===== src/rtl/core/esc_pkg.sv =====
`default_nettype none
package esc_pkg;

	localparam int DEF_MAX_LEN    = 1024;
	localparam int DEF_VALUE_BITS = 16;

	localparam int CMD_W    = 2;
	localparam int ELEM_W   = 16;
	localparam int TARGET_W = 26;
	localparam int COUNT_W  = 20;

	localparam logic [COUNT_W-1:0] COUNT_MAX = '1;

	// request command codes
	localparam logic [CMD_W-1:0] CMD_APPEND = 2'd0;
	localparam logic [CMD_W-1:0] CMD_QUERY  = 2'd1;
	localparam logic [CMD_W-1:0] CMD_CLEAR  = 2'd2;

	typedef struct packed {
		logic [CMD_W-1:0]    command;
		logic [ELEM_W-1:0]   element_value;
		logic [TARGET_W-1:0] target_sum;
	} req_t;

	typedef struct packed {
		logic [COUNT_W-1:0] segment_count;
		logic               truncated;
	} rsp_t;

	// controller to datapath
	typedef struct packed {
		logic append;
		logic clear;
		logic start;
		logic step;
		logic load_out;
	} ctl_cmd_t;

	// datapath to controller
	typedef struct packed {
		logic last;
		logic out_busy;
	} dp_sts_t;

endpackage
`default_nettype wire


===== src/rtl/core/esc_ctrl.sv =====
`default_nettype none
module esc_ctrl (
	input  logic              clk,
	input  logic              arst_n,
	input  logic              req_valid,
	input  logic [1:0]        req_command,
	input  esc_pkg::dp_sts_t  sts,
	output logic              req_ready,
	output esc_pkg::ctl_cmd_t cmd
);
	import esc_pkg::*;

	typedef enum logic [1:0] {
		ST_IDLE,
		ST_RUN,
		ST_DONE
	} state_t;

	state_t state_q;
	logic   rdy_q;
	logic   accept;

	assign req_ready = rdy_q;
	assign accept    = req_valid && rdy_q;

	always_ff @(posedge clk or negedge arst_n) begin
		if (!arst_n) begin
			state_q <= ST_IDLE;
			rdy_q   <= 1'b1;
		end else begin
			case (state_q)
				ST_IDLE: begin
					if (accept && req_command == CMD_QUERY) begin
						state_q <= ST_RUN;
						rdy_q   <= 1'b0;
					end
				end
				ST_RUN: begin
					if (sts.last) begin
						state_q <= ST_DONE;
					end
				end
				ST_DONE: begin
					if (!sts.out_busy) begin
						state_q <= ST_IDLE;
						rdy_q   <= 1'b1;
					end
				end
				default: begin
					state_q <= ST_IDLE;
					rdy_q   <= 1'b1;
				end
			endcase
		end
	end

	always_comb begin
		cmd          = '0;
		cmd.append   = accept && (req_command == CMD_APPEND);
		cmd.clear    = accept && (req_command == CMD_CLEAR);
		cmd.start    = accept && (req_command == CMD_QUERY);
		cmd.step     = (state_q == ST_RUN);
		cmd.load_out = (state_q == ST_DONE) && !sts.out_busy;
	end

endmodule
`default_nettype wire


===== config.mk =====
export PLATFORM = sky130hd
export DESIGN_NAME = esc_ctrl
export DESIGN_NICKNAME = d
export VERILOG_FILES = /design/src/rtl/core/esc_pkg.sv /design/src/rtl/core/esc_ctrl.sv
export SDC_FILE = /design/constraint.sdc
export NUM_CORES = 1
export LEC_CHECK = 0
export ABC_AREA = 1
export BUFFER_PORTS_ARGS = -buffer_cell sky130_fd_sc_hd__buf_2
export CORE_AREA = 2 2 39 41
export DETAILED_ROUTE_END_ITERATION = 16
export DIE_AREA = 0 0 41 43
export PLACE_DENSITY_LB_ADDON = 0.1
export SYNTH_ARGS = -nofsm -noshare
export SYNTH_HDL_FRONTEND = slang
export SYNTH_SLANG_ARGS = --single-unit

===== constraint.sdc =====
create_clock -name clk -period 0.87 [get_ports clk]
set_input_delay 0.087 -clock clk [delete_from_list [all_inputs] [get_ports clk]]
set_output_delay 0.087 -clock clk [all_outputs]
set_load 0.03 [all_outputs]

==> qor.yml <==
run_status:
  outcome: "complete, but fails checks"
  violations: "setup timing"
die:
  num_io_pins: 13
  fp.dieW_um: 41
  die_area_sq_um: 1760
  die_y_um: 43
  fp-row-count: 14
  initial_core_util: 0.137
  core_area_sq_um: 1380
critical_path:
  required_ns: 0.78
  timing.rr.start: "req_ready"
  r2r_cells: 7
  critPathLaunchType: "flop"
  crit_path_max_fanout: 3
  cp-endpoint: "cmd[2]"
  criticalPathCategory: "reg -> out"
  r2r_end: "req_ready"
  crit_arrival_ns: 1.14
  worstSetupStartpoint: "req_ready"
  r2r_setup_slack_ns: -0.13
  cp-end-kind: "output pin"
layout:
  area_delta_synth_final_pct: 140
  mostFrequentLayoutCells: "10 x nand2_1, 7 x buf_6, 6 x buf_2, 6 x buf_4, 4 x inv_1"
  n_fill_cell: 146
  drive_gt1_frac: 0.636
  layout_commonest_cell: "nand2_1"
  fin_area_sq_um: 457
  antennaDiodeCount: 0
  final_nets: 63
logic_synthesis:
  synth_warnings: 0
  synth_seq_area_share: 0.401
  synth.avg_cell_area_sq_um: 6.13
  synth_seq_cells: 3
  syn-num-nets: 38
  syn_area_sq_um: 190
  synth_cells: 31
  yosysTopAreaCellShare: 0.263
  synth_top_area_cell: "dfrtp_1"
  synthTopCellsByArea: "dfrtp_1 26%, nand2_1 24%, dfstp_2 14%"
  synthDistinctLibCells: 10
drt:
  viasPerCell: 3.69
  wirelength_um: 556
  dr.pass1.iters: 2
  num_vias: 262
  drt_iter0_markers: 1
  ant_nets: 0
  drc_errors: 0
  wire_per_inst_um: 7.83
cts:
  clock_tree.buffer_depth: 2
  clkLatencyLatePin_ns: 0.23
  clk_pin_slew_ns: 0.04
  cts_tree: "yes"
  cts.sinks: 3
  h-tree-depth: 1
  clock-root-buffer: "clkbuf_4"
  numCtsBuffers: 3
pwr:
  p_int_uw: 682
  clock_power_share: 0.218
  p_sw_uw: 441
  swShare: 0.393
  power_density_nw_per_um2: 2460
  combPwrFrac: 0.561
  sequentialPowerShare: 0.221
  leakagePower_uw: 0.000260
  max-vdd-ir-drop_mv: 0.614
place:
  io_buffers: 12
  gp_congestion: 0.791
  hpwl_um: 460
  dpl_cell_area_sq_um: 343
grt:
  grt_overflow: 0
  antenna_found_initial: 0
  grt_pass1_vias: 239
  grt_max_degree: 5
  grt_pass1_wl_um: 862
  track_usage: 0.0775
flow_run:
  cap_viol_max_count: 0
sta:
  hold_viol: 0
  post-route-period-util: 1.41
  fin_ws_ns: -0.353
  fin_skew_ns: 0.00257
  finalSetupViolCount: 9
  fmax_mhz: 818
  grt_setup_unrepaired: "true"
  tightest_slew_ns: 0.196
  maxSlewHeadroom: 0.869
  slew_viol_final: 0
  setup_tns_ns: -1.87
  period_needed_ns: 1.22
worst_hold_path:
  hp-class: "in -> reg"
[state kept, by name, summed over array words and instances, names as in the netlist]
register	count
state_q	2
req_ready	1
[cell families after synthesis]
| kind of cell | count (synthesis) | share of synthesized area |
|---|---|---|
| simple gates | 20 | 0.441 |
| flops | 3 | 0.401 |
| buf+inv | 8 | 0.158 |
[stage by stage]
| stage | cells | hold slack [ns] | total power (uW) | setup WS (ns) | utilization |
|---|---|---|---|---|---|
| 3_5_place_dp | 63 | -0.112 | 730 | -0.176 | 0.248 |
| 6_report | 71 | 0.128 | 1120 | -0.353 | 0.330 |
| 5_1_grt | 71 | 0.144 | 1220 | -0.408 | 0.330 |
| 3_3_place_gp | 63 | -0.116 | 728 | -0.169 | 0.248 |
| 2_1_floorplan | 31 | -0.209 | 547 | -0.240 | - |
| 4_1_cts | 70 | 0.127 | 1130 | -0.372 | 0.321 |
[power by group through the flow]
stage	registers (uW)	logic [uW]	clock network (uW)
after CTS	254	615	258
after detailed placement	255	475	0
after global routing	255	683	283
after global placement	254	474	0
final	249	630	244
after floorplan	305	242	0
[metal layers]
metal	GRT usage	vias to the layer above	part of all wire
met3	0.0157	0	0.034
met5	0	-	0
li1	-	135	-
met1	0.0649	124	0.31
met2	0.131	3	0.65
met4	0.0800	0	0
[area by class of cell]
type | count | area, sq um | area share
repair buffers | 20 | 164 | 0.359
multi-input cells | 20 | 136 | 0.299
flip-flops and latches | 3 | 77.6 | 0.170
inverters | 8 | 32.5 | 0.0712
clock buffers | 4 | 26.3 | 0.0575
well taps | 16 | 20.0 | 0.0438
[worst min-delay path by stage]
stage | from | to | slack [ns] | cells after the start
after global routing | sts[1] | state_q[0] | 0.14 | 3
final | sts[1] | state_q[0] | 0.13 | 3
after CTS | sts[1] | state_q[0] | 0.13 | 3
after floorplan | arst_n | state_q[0] | -0.21 | 0
after global placement | arst_n | state_q[1] | -0.12 | 1
after detailed placement | arst_n | state_q[0] | -0.11 | 1
[worst max-delay path, stage by stage, from the launching register on]
cell and delay [ns]:
dfstp_2 0.54, nand2_4 0.08, inv_2 0.07, nand2_4 0.05, inv_4 0.05, buf_6 0.12
[Yosys cell counts, drive strengths merged]
cell type  instances
dfstp              1
nand2             13
or2                1
dfrtp              2
nor3               2
nor2               3
nand3              1
inv                8
[timing repair]
| action | 4_1_cts | 5_1_grt |
|---|---|---|
| hold buffers | 1 | 0 |
| pin swaps | 2 | 0 |
| gates resized for setup | 17 | 1 |
| hold endpoints to repair | 3 | 0 |
| setup buffers | 2 | 1 |
| setup endpoints to repair | 9 | 9 |
(Power assumes the default switching activity.)
